--- src/mdsp_pkg.sv ---
// mdsp_pkg: shared types and constants of the feedback-queue dispatcher
// no dependencies
package mdsp_pkg;

  localparam int NUM_LEVELS = 3;
  localparam int MAX_JOBS   = 16;
  localparam int TIME_BITS  = 12;
  localparam int JOB_BITS   = $clog2(MAX_JOBS);
  localparam int LVL_BITS   = $clog2(NUM_LEVELS);
  localparam int CNT_BITS   = $clog2(MAX_JOBS + 1);
  localparam int FIFO_DEPTH = NUM_LEVELS * MAX_JOBS;
  localparam int FIFO_AW    = LVL_BITS + JOB_BITS;
  localparam int STEP_BITS  = 8;

  localparam logic [CNT_BITS-1:0]  CNT_FULL = CNT_BITS'(MAX_JOBS);
  localparam logic [LVL_BITS-1:0]  LVL_LAST = LVL_BITS'(NUM_LEVELS - 1);
  localparam logic [STEP_BITS-1:0] STEP_MAX = '1;

  // operation codes
  localparam logic [1:0] OP_ADMIT    = 2'd0;
  localparam logic [1:0] OP_DISPATCH = 2'd1;
  localparam logic [1:0] OP_IO_DONE  = 2'd2;

  // outcome codes
  localparam logic [2:0] OUT_IDLE     = 3'd0;
  localparam logic [2:0] OUT_FINISHED = 3'd1;
  localparam logic [2:0] OUT_TO_IO    = 3'd2;
  localparam logic [2:0] OUT_DEMOTED  = 3'd3;
  localparam logic [2:0] OUT_QUEUED   = 3'd4;
  localparam logic [2:0] OUT_REFUSED  = 3'd5;

  // register indexes
  localparam logic [1:0] CFG_QUANTUM0 = 2'd0;
  localparam logic [1:0] CFG_QUANTUM1 = 2'd1;
  localparam logic [1:0] CFG_QUANTUM2 = 2'd2;
  localparam logic [1:0] CFG_BOOST    = 2'd3;

  typedef enum logic [2:0] {
    S_IDLE, S_DECODE, S_BOOST_RD, S_BOOST_WR, S_PICK, S_RUN, S_QUEUE, S_DONE
  } state_t;

  typedef struct packed {
    logic load;
    logic decode;
    logic boost_rd;
    logic boost_wr;
    logic pick_rd;
    logic run_exec;
    logic queue;
    logic publish;
  } cmd_t;

  typedef struct packed {
    logic [1:0] op;
    logic       boost_due;
    logic       move_avail;
    logic       any_queued;
    logic       out_free;
  } status_t;

endpackage

--- src/mdsp_ram.sv ---
// mdsp_ram: generic single-write, single-read RAM with registered read
// no dependencies
module mdsp_ram #(
  parameter int WIDTH = 8,
  parameter int DEPTH = 16
) (
  input  logic                     clk,
  input  logic                     we,
  input  logic [$clog2(DEPTH)-1:0] waddr,
  input  logic [WIDTH-1:0]         wdata,
  input  logic [$clog2(DEPTH)-1:0] raddr,
  output logic [WIDTH-1:0]         rdata
);

  logic [WIDTH-1:0] mem [DEPTH];

  // write port and registered read port
  always_ff @(posedge clk) begin
    if (we) begin
      mem[waddr] <= wdata;
    end
    rdata <= mem[raddr];
  end

endmodule

--- src/mdsp_ctrl.sv ---
// mdsp_ctrl: sequencing state machine of the dispatcher
// depends on mdsp_pkg
module mdsp_ctrl (
  input  logic             clk,
  input  logic             rst,
  input  logic             in_valid,
  output logic             in_ready,
  input  mdsp_pkg::status_t sts,
  output mdsp_pkg::cmd_t    cmd
);
  import mdsp_pkg::*;

  state_t state, state_next;

  // state register
  always_ff @(posedge clk) begin
    if (rst) begin
      state <= S_IDLE;
    end else begin
      state <= state_next;
    end
  end

  // next state and commands
  always_comb begin
    state_next = state;
    cmd        = '0;
    in_ready   = 1'b0;
    unique case (state)
      S_IDLE: begin
        in_ready = 1'b1;
        if (in_valid) begin
          cmd.load   = 1'b1;
          state_next = S_DECODE;
        end
      end
      S_DECODE: begin
        cmd.decode = 1'b1;
        priority if (sts.op == OP_ADMIT || sts.op == OP_IO_DONE) begin
          state_next = S_QUEUE;
        end else if (sts.op == OP_DISPATCH) begin
          state_next = sts.boost_due ? S_BOOST_RD : S_PICK;
        end else begin
          state_next = S_DONE;
        end
      end
      S_BOOST_RD: begin
        if (sts.move_avail) begin
          cmd.boost_rd = 1'b1;
          state_next   = S_BOOST_WR;
        end else begin
          state_next = S_PICK;
        end
      end
      S_BOOST_WR: begin
        cmd.boost_wr = 1'b1;
        state_next   = S_BOOST_RD;
      end
      S_PICK: begin
        if (sts.any_queued) begin
          cmd.pick_rd = 1'b1;
          state_next  = S_RUN;
        end else begin
          state_next = S_DONE;
        end
      end
      S_RUN: begin
        cmd.run_exec = 1'b1;
        state_next   = S_DONE;
      end
      S_QUEUE: begin
        cmd.queue  = 1'b1;
        state_next = S_DONE;
      end
      S_DONE: begin
        if (sts.out_free) begin
          cmd.publish = 1'b1;
          state_next  = S_IDLE;
        end
      end
      default: state_next = S_IDLE;
    endcase
  end

  // a request is only taken while idle
  a_ready_idle: assert property (@(posedge clk) disable iff (rst)
    in_ready |-> state == S_IDLE) else $error("ready outside idle");
  // a load always leads to decoding
  a_load_decode: assert property (@(posedge clk) disable iff (rst)
    cmd.load |=> state == S_DECODE) else $error("load without decode");
  // a boost write always follows a boost read
  a_boost_pair: assert property (@(posedge clk) disable iff (rst)
    cmd.boost_rd |=> cmd.boost_wr) else $error("boost read without write");

endmodule

--- src/mdsp_datapath.sv ---
// mdsp_datapath: queue storage, job times, configuration and result register
// depends on mdsp_pkg and mdsp_ram
module mdsp_datapath (
  input  logic                           clk,
  input  logic                           rst,
  input  logic                           cfg_write,
  input  logic [1:0]                     cfg_index,
  input  logic [7:0]                     cfg_data,
  input  logic [1:0]                     operation,
  input  logic [mdsp_pkg::JOB_BITS-1:0]  job_id,
  input  logic [mdsp_pkg::TIME_BITS-1:0] job_time,
  input  logic                           io_wait,
  output logic                           out_valid,
  input  logic                           out_ready,
  output logic [2:0]                     outcome,
  output logic [mdsp_pkg::JOB_BITS-1:0]  run_job,
  output logic [7:0]                     run_time,
  output logic [1:0]                     new_level,
  output logic                           boosted,
  input  mdsp_pkg::cmd_t                 cmd,
  output mdsp_pkg::status_t              sts
);
  import mdsp_pkg::*;

  // configuration
  logic [7:0] quantum0, quantum1, quantum2, boost_period;
  // captured request
  logic [1:0]           item_op;
  logic [JOB_BITS-1:0]  item_id;
  logic [TIME_BITS-1:0] item_time;
  logic                 item_io;
  // scheduler state
  logic [JOB_BITS-1:0]  head [NUM_LEVELS];
  logic [CNT_BITS-1:0]  count [NUM_LEVELS];
  logic [TIME_BITS-1:0] remaining [MAX_JOBS];
  logic [STEP_BITS-1:0] step_counter;
  logic [LVL_BITS-1:0]  cur_lv;
  // result staging
  logic [2:0]          res_outcome;
  logic [JOB_BITS-1:0] res_job;
  logic [7:0]          res_time;
  logic [1:0]          res_level;
  logic                res_boosted;

  logic                ram_we;
  logic [FIFO_AW-1:0]  ram_waddr, ram_raddr;
  logic [JOB_BITS-1:0] ram_wdata, ram_rdata;

  logic [LVL_BITS-1:0]  src_lv, pick_lv, demote_lv;
  logic                 src_found, pick_found;
  logic [7:0]           quantum_raw, quantum;
  logic [TIME_BITS-1:0] rem_j, rem_new;
  logic [7:0]           slice;
  logic                 full0;

  mdsp_ram #(.WIDTH(JOB_BITS), .DEPTH(FIFO_DEPTH)) u_fifo_ram (
    .clk   (clk),
    .we    (ram_we),
    .waddr (ram_waddr),
    .wdata (ram_wdata),
    .raddr (ram_raddr),
    .rdata (ram_rdata)
  );

  // boost source and dispatch level searches
  always_comb begin
    src_lv     = LVL_LAST;
    src_found  = 1'b0;
    pick_lv    = '0;
    pick_found = 1'b0;
    for (int l = NUM_LEVELS - 1; l >= 0; l--) begin
      if (count[l] != '0) begin
        pick_lv    = LVL_BITS'(l);
        pick_found = 1'b1;
        if (l != 0) begin
          src_lv    = LVL_BITS'(l);
          src_found = 1'b1;
        end
      end
    end
  end

  assign full0 = count[0] == CNT_FULL;

  // slice length for the level just popped
  always_comb begin
    unique case (cur_lv)
      LVL_BITS'(0): quantum_raw = quantum0;
      LVL_BITS'(1): quantum_raw = quantum1;
      default:      quantum_raw = quantum2;
    endcase
    quantum   = (quantum_raw == '0) ? 8'd1 : quantum_raw;
    rem_j     = remaining[ram_rdata];
    slice     = (rem_j < TIME_BITS'(quantum)) ? 8'(rem_j) : quantum;
    rem_new   = rem_j - TIME_BITS'(slice);
    demote_lv = (cur_lv < LVL_LAST) ? cur_lv + 1'b1 : LVL_LAST;
    if (count[demote_lv] == CNT_FULL) begin
      demote_lv = cur_lv;
    end
  end

  // fifo memory ports
  always_comb begin
    ram_we    = 1'b0;
    ram_waddr = {LVL_BITS'(0), JOB_BITS'(head[0] + count[0][JOB_BITS-1:0])};
    ram_wdata = ram_rdata;
    ram_raddr = cmd.boost_rd ? {src_lv, head[src_lv]} : {pick_lv, head[pick_lv]};
    priority if (cmd.boost_wr) begin
      ram_we = 1'b1;
    end else if (cmd.queue) begin
      ram_we    = !full0;
      ram_wdata = item_id;
    end else if (cmd.run_exec) begin
      ram_we    = (rem_new != '0) && !item_io;
      ram_waddr = {demote_lv, JOB_BITS'(head[demote_lv] + count[demote_lv][JOB_BITS-1:0])};
    end
  end

  // configuration registers
  always_ff @(posedge clk) begin
    if (rst) begin
      quantum0     <= 8'd2;
      quantum1     <= 8'd4;
      quantum2     <= 8'd8;
      boost_period <= 8'd20;
    end else if (cfg_write) begin
      unique case (cfg_index)
        CFG_QUANTUM0: quantum0     <= cfg_data;
        CFG_QUANTUM1: quantum1     <= cfg_data;
        CFG_QUANTUM2: quantum2     <= cfg_data;
        CFG_BOOST:    boost_period <= cfg_data;
        default:      ;
      endcase
    end
  end

  // request capture and job times
  always_ff @(posedge clk) begin
    if (cmd.load) begin
      item_op   <= operation;
      item_id   <= job_id;
      item_time <= job_time;
      item_io   <= io_wait;
    end
    if (cmd.queue && !full0 && item_op == OP_ADMIT) begin
      remaining[item_id] <= item_time;
    end
    if (cmd.run_exec) begin
      remaining[ram_rdata] <= rem_new;
    end
    if (cmd.pick_rd) begin
      cur_lv <= pick_lv;
    end
  end

  // queue heads, counts and step counter
  always_ff @(posedge clk) begin
    if (rst) begin
      for (int l = 0; l < NUM_LEVELS; l++) begin
        head[l]  <= '0;
        count[l] <= '0;
      end
      step_counter <= '0;
    end else begin
      if (cmd.decode && item_op == OP_DISPATCH) begin
        if (step_counter >= boost_period) begin
          step_counter <= STEP_BITS'(1);
        end else if (step_counter != STEP_MAX) begin
          step_counter <= step_counter + 1'b1;
        end
      end
      priority if (cmd.boost_rd) begin
        head[src_lv]  <= head[src_lv] + 1'b1;
        count[src_lv] <= count[src_lv] - 1'b1;
      end else if (cmd.pick_rd) begin
        head[pick_lv]  <= head[pick_lv] + 1'b1;
        count[pick_lv] <= count[pick_lv] - 1'b1;
      end else if (cmd.boost_wr || (cmd.queue && !full0)) begin
        count[0] <= count[0] + 1'b1;
      end else if (cmd.run_exec && rem_new != '0 && !item_io) begin
        count[demote_lv] <= count[demote_lv] + 1'b1;
      end
    end
  end

  // result staging
  always_ff @(posedge clk) begin
    if (cmd.load) begin
      res_outcome <= OUT_IDLE;
      res_job     <= '0;
      res_time    <= '0;
      res_level   <= '0;
      res_boosted <= 1'b0;
    end
    if (cmd.decode && item_op == OP_DISPATCH) begin
      res_boosted <= step_counter >= boost_period;
    end
    if (cmd.queue) begin
      res_job     <= item_id;
      res_outcome <= full0 ? OUT_REFUSED : OUT_QUEUED;
    end
    if (cmd.run_exec) begin
      res_job  <= ram_rdata;
      res_time <= slice;
      priority if (rem_new == '0) begin
        res_outcome <= OUT_FINISHED;
        res_level   <= 2'(cur_lv);
      end else if (item_io) begin
        res_outcome <= OUT_TO_IO;
        res_level   <= 2'(cur_lv);
      end else begin
        res_outcome <= OUT_DEMOTED;
        res_level   <= 2'(demote_lv);
      end
    end
  end

  // output register
  always_ff @(posedge clk) begin
    if (rst) begin
      out_valid <= 1'b0;
    end else if (cmd.publish) begin
      out_valid <= 1'b1;
    end else if (out_ready) begin
      out_valid <= 1'b0;
    end
  end

  always_ff @(posedge clk) begin
    if (cmd.publish) begin
      outcome   <= res_outcome;
      run_job   <= res_job;
      run_time  <= res_time;
      new_level <= res_level;
      boosted   <= res_boosted;
    end
  end

  // status towards the controller
  assign sts.op         = item_op;
  assign sts.boost_due  = step_counter >= boost_period;
  assign sts.move_avail = src_found && !full0;
  assign sts.any_queued = pick_found;
  assign sts.out_free   = !out_valid || out_ready;

  // a waiting result is never overwritten
  a_no_overwrite: assert property (@(posedge clk) disable iff (rst)
    cmd.publish |-> (!out_valid || out_ready)) else $error("result overwritten");
  // level 0 never overflows during a boost
  a_boost_room: assert property (@(posedge clk) disable iff (rst)
    cmd.boost_rd |-> !full0) else $error("boost into full level");
  // no level count exceeds the job count
  a_count_cap: assert property (@(posedge clk) disable iff (rst)
    count[0] <= CNT_FULL && count[1] <= CNT_FULL && count[LVL_LAST] <= CNT_FULL)
    else $error("count overflow");

endmodule

--- src/mlfq_dispatcher.sv ---
// mlfq_dispatcher: top level of the three-level feedback-queue scheduler
// depends on mdsp_pkg, mdsp_ctrl, mdsp_datapath and mdsp_ram
//
// Requests arrive on in_valid/in_ready with operation, job_id,
// job_time and io_wait; one result per request leaves on
// out_valid/out_ready with outcome, run_job, run_time, new_level, boosted.
// Quanta and boost interval are written through cfg_write/cfg_index/cfg_data;
// the user must write them only while the block is idle; the block does not
// enforce this. Admit and I/O-complete requests pass the decode, queue and
// done states before the result is registered; a dispatch passes decode,
// pick, run and done (no run when nothing is queued). A boost adds a boost
// read state and a read and write per job moved, one at a time through the
// single read and write port of the queue memory. Only one request is in
// flight; the next is taken once its result sits in the output register.
// Reset empties all queues, clears the step counter and loads the default
// quanta 2, 4, 8 and boost interval 20. Job times are undefined until a
// job is admitted. While the receiver stalls a finished result waits in
// the output register and the following request stalls in its last state.
module mlfq_dispatcher (
  input  logic                           clk,
  input  logic                           rst,
  input  logic                           cfg_write,
  input  logic [1:0]                     cfg_index,
  input  logic [7:0]                     cfg_data,
  input  logic                           in_valid,
  output logic                           in_ready,
  input  logic [1:0]                     operation,
  input  logic [mdsp_pkg::JOB_BITS-1:0]  job_id,
  input  logic [mdsp_pkg::TIME_BITS-1:0] job_time,
  input  logic                           io_wait,
  output logic                           out_valid,
  input  logic                           out_ready,
  output logic [2:0]                     outcome,
  output logic [mdsp_pkg::JOB_BITS-1:0]  run_job,
  output logic [7:0]                     run_time,
  output logic [1:0]                     new_level,
  output logic                           boosted
);
  import mdsp_pkg::*;

  cmd_t    cmd;
  status_t sts;

  // sequencer
  mdsp_ctrl u_ctrl (
    .clk      (clk),
    .rst      (rst),
    .in_valid (in_valid),
    .in_ready (in_ready),
    .sts      (sts),
    .cmd      (cmd)
  );

  // storage and arithmetic
  mdsp_datapath u_datapath (
    .clk       (clk),
    .rst       (rst),
    .cfg_write (cfg_write),
    .cfg_index (cfg_index),
    .cfg_data  (cfg_data),
    .operation (operation),
    .job_id    (job_id),
    .job_time  (job_time),
    .io_wait   (io_wait),
    .out_valid (out_valid),
    .out_ready (out_ready),
    .outcome   (outcome),
    .run_job   (run_job),
    .run_time  (run_time),
    .new_level (new_level),
    .boosted   (boosted),
    .cmd       (cmd),
    .sts       (sts)
  );

endmodule
--- config.mk ---
export PLATFORM = sky130hd
export DESIGN_NAME = mlfq_dispatcher
export DESIGN_NICKNAME = d
export VERILOG_FILES = /design/src/mdsp_pkg.sv /design/src/mdsp_ram.sv /design/src/mdsp_ctrl.sv /design/src/mdsp_datapath.sv /design/src/mlfq_dispatcher.sv
export SDC_FILE = /design/constraint.sdc
export NUM_CORES = 1
export LEC_CHECK = 0
export BUFFER_PORTS_ARGS = -buffer_cell sky130_fd_sc_hd__buf_2
export CAP_MARGIN = 20
export CORE_ASPECT_RATIO = 0.9
export CORE_MARGIN = 1.5
export CORE_UTILIZATION = 60
export CTS_CLUSTER_DIAMETER = 40
export DETAILED_ROUTE_END_ITERATION = 10
export HOLD_SLACK_MARGIN = 0.06
export PLACE_DENSITY = 0.79
export SYNTH_ARGS = -nofsm -noshare
export SYNTH_HDL_FRONTEND = slang
export SYNTH_SLANG_ARGS = --single-unit
--- constraint.sdc ---
create_clock -name clk -period 15.7 [get_ports clk]
set_input_delay 0.785 -clock clk [delete_from_list [all_inputs] [get_ports clk]]
set_output_delay 0.785 -clock clk [all_outputs]
set_load 0.05 [all_outputs]
Word-level counts from Yosys, hierarchy flattened
Memory sizes are Yosys's and may differ from the RTL's. A register that Yosys moved wholly into a read port is not among the register bits. Cells that the tools add are included.

Reductions and logical operators: 41. Magnitude comparators: 3. Equality and inequality tests: 18. Muxes and demuxes: 108. Bitwise operators: 1. $add $sub $neg: 11.

Operator list (number): 2-to-1 mux 1 bit (57); 2-to-1 mux 8 bit (6); 2-to-1 mux 2 bit (16); 2-to-1 mux 4 bit (8); 2-to-1 mux 3 bit (10); 2-to-1 mux 6 bit (4); case mux 3 bit (7 select lines) (1); 2-to-1 mux 5 bit (4); case mux 8 bit (2 select lines) (1); nonzero test 5 bit (3); OR reduction 5 bit (3); equality test 3 bit (second input constant) (4); zero test 12 bit (1); < comparator 12 x 8 -> 1 bit (1); 2-to-1 mux 12 bit (1); AND reduction 2 bit (6); nonzero test 12 bit (1); OR reduction 12 bit (1); subtractor 12 x 8 -> 12 bit (1); adder 5 x 1 -> 5 bit (second input constant) (2); equality test 5 bit (second input constant) (2); subtractor 5 x 1 -> 5 bit (second input constant) (2); adder 4 x 1 -> 4 bit (second input constant) (2); adder 4 bit (2); other kinds (21) (43).

Memories: 4. Register bits: 101. Memory bits (writable): 411. Input bits: 34.

Memories: u_datapath.remaining (depth 16, bits a word 12, rd ports 1, clocked after Yosys merged registers in 0, wr ports 1, line mdsp_datapath.sv:35) `logic [TIME_BITS-1:0] remaining [MAX_JOBS];`; u_datapath.u_fifo_ram.mem (depth 48, bits a word 4, rd ports 1, clocked after Yosys merged registers in 1, wr ports 1, line mdsp_ram.sv:15) `logic [WIDTH-1:0] mem [DEPTH];`; u_datapath.count (depth 3, bits a word 5, rd ports 7, clocked after Yosys merged registers in 0, wr ports 3, line mdsp_datapath.sv:34) `logic [CNT_BITS-1:0] count [NUM_LEVELS];`; u_datapath.head (depth 3, bits a word 4, rd ports 4, clocked after Yosys merged registers in 0, wr ports 3, line mdsp_datapath.sv:33) `logic [JOB_BITS-1:0] head [NUM_LEVELS];`.

Longest topological paths before layout
Word-level depth: 18. Depth in mapped cells: 27. Mapped depth without buffers: 20.

Hierarchy
A second synthesis with hierarchy kept.

Cells, all modules: 1976. Area, all modules: 25176.6 sq um.

Modules (own cells, without submodules): mdsp_datapath (sequential area each 9379.0 sq um, cells an instance 1499, instances 1, area each 16986.3 sq um); mdsp_ram (sequential area each 5845.6 sq um, cells an instance 440, instances 1, area each 7912.6 sq um); mdsp_ctrl (sequential area each 60.1 sq um, cells an instance 37, instances 1, area each 277.8 sq um).

Worst setup path before layout
Ideal clock, no wire load.

Path type: register to register. Start: register u_datapath.u_fifo_ram.rdata[0], read port of u_datapath.u_fifo_ram.mem. End: memory u_datapath.count[3][0] (netlist name), enable pin. Data required time: 15302 ps. Setup slack: 8532 ps. Setup time: 398 ps. Cell stages (with the launch flop): 24. Data arrival time: 6770 ps. Cell sequence: dfxtp_1 > buf_6 > buf_8 > buf_2 > buf_1 > mux4_2 > mux4_2 > ha_1 > and3_1 > a221oi_1 > and3_1 > clkbuf_1 > clkbuf_1 > nand3_1 > and2_1 > ha_1 > nor2b_1 > o31a_1 > o211ai_1 > a22oi_1 > o311ai_4 > o211ai_2 > a31o_2 > a2111oi_0.

RTL lines: start, declared (line mdsp_ram.sv:12) `output logic [WIDTH-1:0] rdata`; end, declared (line mdsp_datapath.sv:34).

Worst setup path after layout
Start: register u_datapath.u_fifo_ram.rdata[0], read port of u_datapath.u_fifo_ram.mem. End: memory u_datapath.u_fifo_ram.mem[37][2] (netlist name), enable pin.

Word-level cells in the longest chain between the ends: 11.

Ends and longest elaborated chain: memory (16 x 12 bit) (*); < comparator 12 x 8 -> 1 bit (line mdsp_datapath.sv:94) `slice = (rem_j < TIME_BITS'(quantum)) ? 8'(rem_j) : quantum;`; 2-to-1 mux 8 bit (*) (line mdsp_datapath.sv:94); net u_datapath.slice[0] (line mdsp_datapath.sv:53) `logic [7:0] slice;`; subtractor 12 x 8 -> 12 bit (*) (line mdsp_datapath.sv:95) `rem_new = rem_j - TIME_BITS'(slice);`; nonzero test 12 bit (*) (line mdsp_datapath.sv:114) `ram_we = (rem_new != '0) && !item_io;`; logical AND 1 bit (*) (line mdsp_datapath.sv:114); 2-to-1 mux 1 bit (*) (line mdsp_datapath.sv:113) `end else if (cmd.run_exec) begin`; 2-to-1 mux 1 bit (*) (line mdsp_datapath.sv:110) `end else if (cmd.queue) begin`; 2-to-1 mux 1 bit (*) (line mdsp_datapath.sv:108) `priority if (cmd.boost_wr) begin`; 2-to-1 mux 1 bit (*) (line mdsp_ram.sv:19) `if (we) begin`; 2-to-1 mux 1 bit (implied by the code) (*) (line mdsp_ram.sv:20) `mem[waddr] <= wdata;`; end, declared (line mdsp_ram.sv:15).

The timed path passes the listed nets; every way through them passes the cells marked *.

==> results.json <==
{
  "startpoint": "u_datapath.u_fifo_ram.rdata[0]",
  "finalSetupTns_ns": 0,
  "track_usage_pct": 30.6,
  "finalCritPeriodShare_pct": 48.4,
  "endpoint_kind": "flop",
  "num_rows": 68,
  "synth.top_cells.by_area": "edfxtp_1 (61%), mux4_2 (5.4%), nand2_1 (4.2%)",
  "cts_setup_buffers": 0,
  "power.density_mw_per_mm2": 211,
  "path_clk_slew_ns": 0.06,
  "wirelength_um": 60300,
  "dpl_cell_area_mm2": 0.0244,
  "vias": 15900,
  "period_needed_ns": 7.61,
  "grt_overflow": 0,
  "die_area_mm2": 0.0404,
  "max-cap-violations": 0,
  "vdd_ir_drop_max_uv": 132,
  "via_per_inst": 6.62,
  "grt_start_max_net_pins": 63,
  "synth_top_area_share_pct": 60.9,
  "leakage_nw": 9.37,
  "portBuffers": 53,
  "ys_seq_area_share_pct": 65.0,
  "numCtsBuffers": 67,
  "synthToLayoutAreaGrowth_pct": 13.6,
  "yosys_warnings": 0,
  "yosys_most_used_dff": "edfxtp_1",
  "grt_antenna_before_repair": 0,
  "arrival_ns": 7.81,
  "regArea_mm2": 0.0153,
  "start_util_pct": 61.1,
  "drive_gt1_share_pct": 17.6,
  "die_x_um": 212,
  "holdWs_ns": 0.356,
  "antenna_left": 0,
  "ys_ff_latch": 525,
  "numClockSinks": 525,
  "cp-start-kind": "flop",
  "pre_cts_ws_ns": 8.11,
  "path_class": "flop to flop",
  "drc": 0,
  "cts_resized": 0,
  "final_cells": 2407,
  "grt_pass1_wl_um": 91800,
  "utilization_pct": 69.4,
  "syn_inst": 1747,
  "cts_tree": "done",
  "cp_data_required_time_ns": 15.91,
  "core_mm2": 0.0385,
  "r2r_cells": 19,
  "dpl.hpwl_um": 37200,
  "dp_cells": 2284,
  "r2r-start": "u_datapath.u_fifo_ram.rdata[0]",
  "finalWorstSetupSlack_ns": 8.09,
  "cts_root_buffer": "clkbuf_16",
  "stdcell_area_mm2": 0.0267,
  "nets": 1900,
  "num_io_pins": 54,
  "setup_viol": 0,
  "multiInputGateArea_mm2": 0.00772,
  "max_freq_ghz": 0.131,
  "hold_class": "primary input to flop",
  "async_reset_ff_share_pct": 0,
  "antenna_cells": 0,
  "cts.path.max_buffers": 3,
  "worst_pin_slew_ns": 1.08,
  "slew_headroom_pct": 27.5,
  "synth_edf_count": 477,
  "hold_viol_final": 0,
  "clock_latency_ns": 0.60,
  "synth_top_area_cell": "edfxtp_1",
  "maxSlewViolCount": 0,
  "cts_hold_repair.buffers": 0,
  "grt_setup_unrepaired": "false",
  "gp_congestion": 0.940,
  "syn-cell-area_mm2": 0.0235,
  "synthDistinctLibCells": 86,
  "die-height_um": 191,
  "finalPower_mw": 5.63,
  "first_global_vias": 15400,
  "drt_pass1_iterations": 7,
  "drtIter0Drc": 2544,
  "outcome": "finished, final reports clean",
  "wl_per_cell_um": 25.0,
  "hold_depth": 1,
  "critPathMaxFanout": 51,
  "htreeDepth": 3,
  "fillers": 2490,
  "skew_ns": 0.0368,
  "postSynthAreaPerCell_um2": 13.5,
  "hp-start": "job_id[2]"
}
-- kinds of logic (layout without fill, tap and decap cells) --
family          count (synthesis)  count (layout)  share of synthesized area [%]
simple gates                  599             599                           12.0
flops                         525             525                           65.0
compound gates                281             281                           8.17
mux                           149             149                           9.38
buf+inv                       127             259                           2.34
fa+ha+maj                      38              38                           2.12
xor+xnor                       27              27                           1.01
other cells                     1               4                         0.0160
-- worst max-delay path, stage by stage (launching register included) --
cell and delay [ns]:
dfxtp_4 1.00, mux4_2 0.65, mux4_2 0.54, ha_1 0.31, a21o_1 0.18, a221oi_1 0.25, and3_1 0.53, and3_1 0.26
nor2_1 0.06, ha_1 0.23, fa_1 0.44, nor2b_1 0.17, o31a_1 0.20, o211ai_1 0.12, a21oi_1 0.27, or2_2 0.20
o221ai_1 0.17, and3_4 0.24, o31a_4 0.52, nor4_1 0.79
-- cell usage in the layout, fill, tap and decap left out, drive strengths merged, types with 5 or more instances in the layout --
cell / synthesis / layout
nor3b: 8 / 8
clkinv: 0 / 25
nand2: 260 / 260
a221oi: 7 / 7
mux4: 56 / 56
inv: 41 / 56
o2111ai: 5 / 5
nor3: 73 / 73
or2: 7 / 7
mux2i: 82 / 82
mux2: 11 / 11
xnor2: 15 / 15
o21a: 12 / 12
a32oi: 10 / 10
nor2: 110 / 110
a21o: 19 / 19
a21oi: 82 / 82
buf: 40 / 95
o22ai: 11 / 11
a311oi: 5 / 5
clkbuf: 46 / 74
nor4: 15 / 15
a31oi: 23 / 23
o211ai: 11 / 11
nor2b: 6 / 6
and2: 13 / 13
nand2b: 12 / 12
a211oi: 6 / 6
nand3: 52 / 52
edfxtp: 477 / 477
a22oi: 15 / 15
and3: 15 / 15
nand4: 12 / 12
dfxtp: 48 / 48
xor2: 12 / 12
o21ai: 36 / 36
bufinv: 0 / 7
ha: 35 / 35
-- power breakdown --
group | switching [mW] | total, mW | leakage [nW] | internal, mW
combinational | 1.40 | 2.12 | 3.49 | 0.720
clock | 0.631 | 1.57 | 1.13 | 0.941
sequential | 0.131 | 1.94 | 4.75 | 1.81
total | 2.16 | 5.63 | 9.37 | 3.47
-- routing by layer --
| layer | GRT usage, % | wire [µm] | up-vias |
|---|---|---|---|
| li1 | - | - | 6869 |
| met1 | 43.7 | 24100 | 7719 |
| met2 | 45.9 | 27200 | 1166 |
| met3 | 7.86 | 7130 | 177 |
| met4 | 10.7 | 1850 | 0 |
| met5 | 0 | 0 | - |
-- final timing paths --
| path | to | slack [ns] |
|---|---|---|
| max reg2reg | u_datapath.u_fifo_ram.mem[37][2] | 8.09 |
| max | u_datapath.u_fifo_ram.mem[37][2] | 8.09 |
| min | u_datapath.item_id[2] | 0.36 |
| min reg2reg | u_datapath.outcome[1] | 0.42 |
-- cell type report --
type / count / area share (%)
clock buffers: 74 / 6.54
clock inverters: 49 / 2.08
inverters: 41 / 0.576
multi-input cells: 1098 / 28.9
flip-flops and latches: 525 / 57.3
well taps: 525 / 2.46
repair buffers: 95 / 2.17
-- state kept, by name, indices dropped and copies added (netlist names), 3 cells and up --
name and count:
u_datapath.remaining 192, u_datapath.u_fifo_ram.mem 192, u_datapath.count 20, u_datapath.head 16
u_datapath.item_time 12, u_datapath.boost_period 8, u_datapath.quantum0 8, u_datapath.quantum1 8
u_datapath.quantum2 8, u_datapath.res_time 8, u_datapath.run_time 8, u_datapath.step_counter 8
u_datapath.item_id 4, u_datapath.res_job 4, u_datapath.run_job 4, u_datapath.u_fifo_ram.rdata 4
u_ctrl.state 3, u_datapath.outcome 3, u_datapath.res_outcome 3
-- synth_stat cells (all sizes together), types with 4 or more instances --
library cell  instances
a32oi                10
dfxtp                48
nor2b                 6
xnor2                15
o21a                 12
nor3b                 8
inv                  41
and2                 13
mux2i                82
a311oi                5
o221ai                4
clkbuf               46
xor2                 12
or2                   7
a2111oi               4
mux2                 11
nand2               260
a31oi                23
mux4                 56
nor3                 73
nand2b               12
or4                   4
a211oi                6
o2111ai               5
a21o                 19
o22ai                11
edfxtp              477
o21ai                36
nor2                110
buf                  40
a22oi                15
a21oi                82
nand4                12
ha                   35
a221oi                7
o211ai               11
and3                 15
a21boi                4
nor4                 15
nand3                52
No activity file was read; power rests on OpenSTA's default activity.
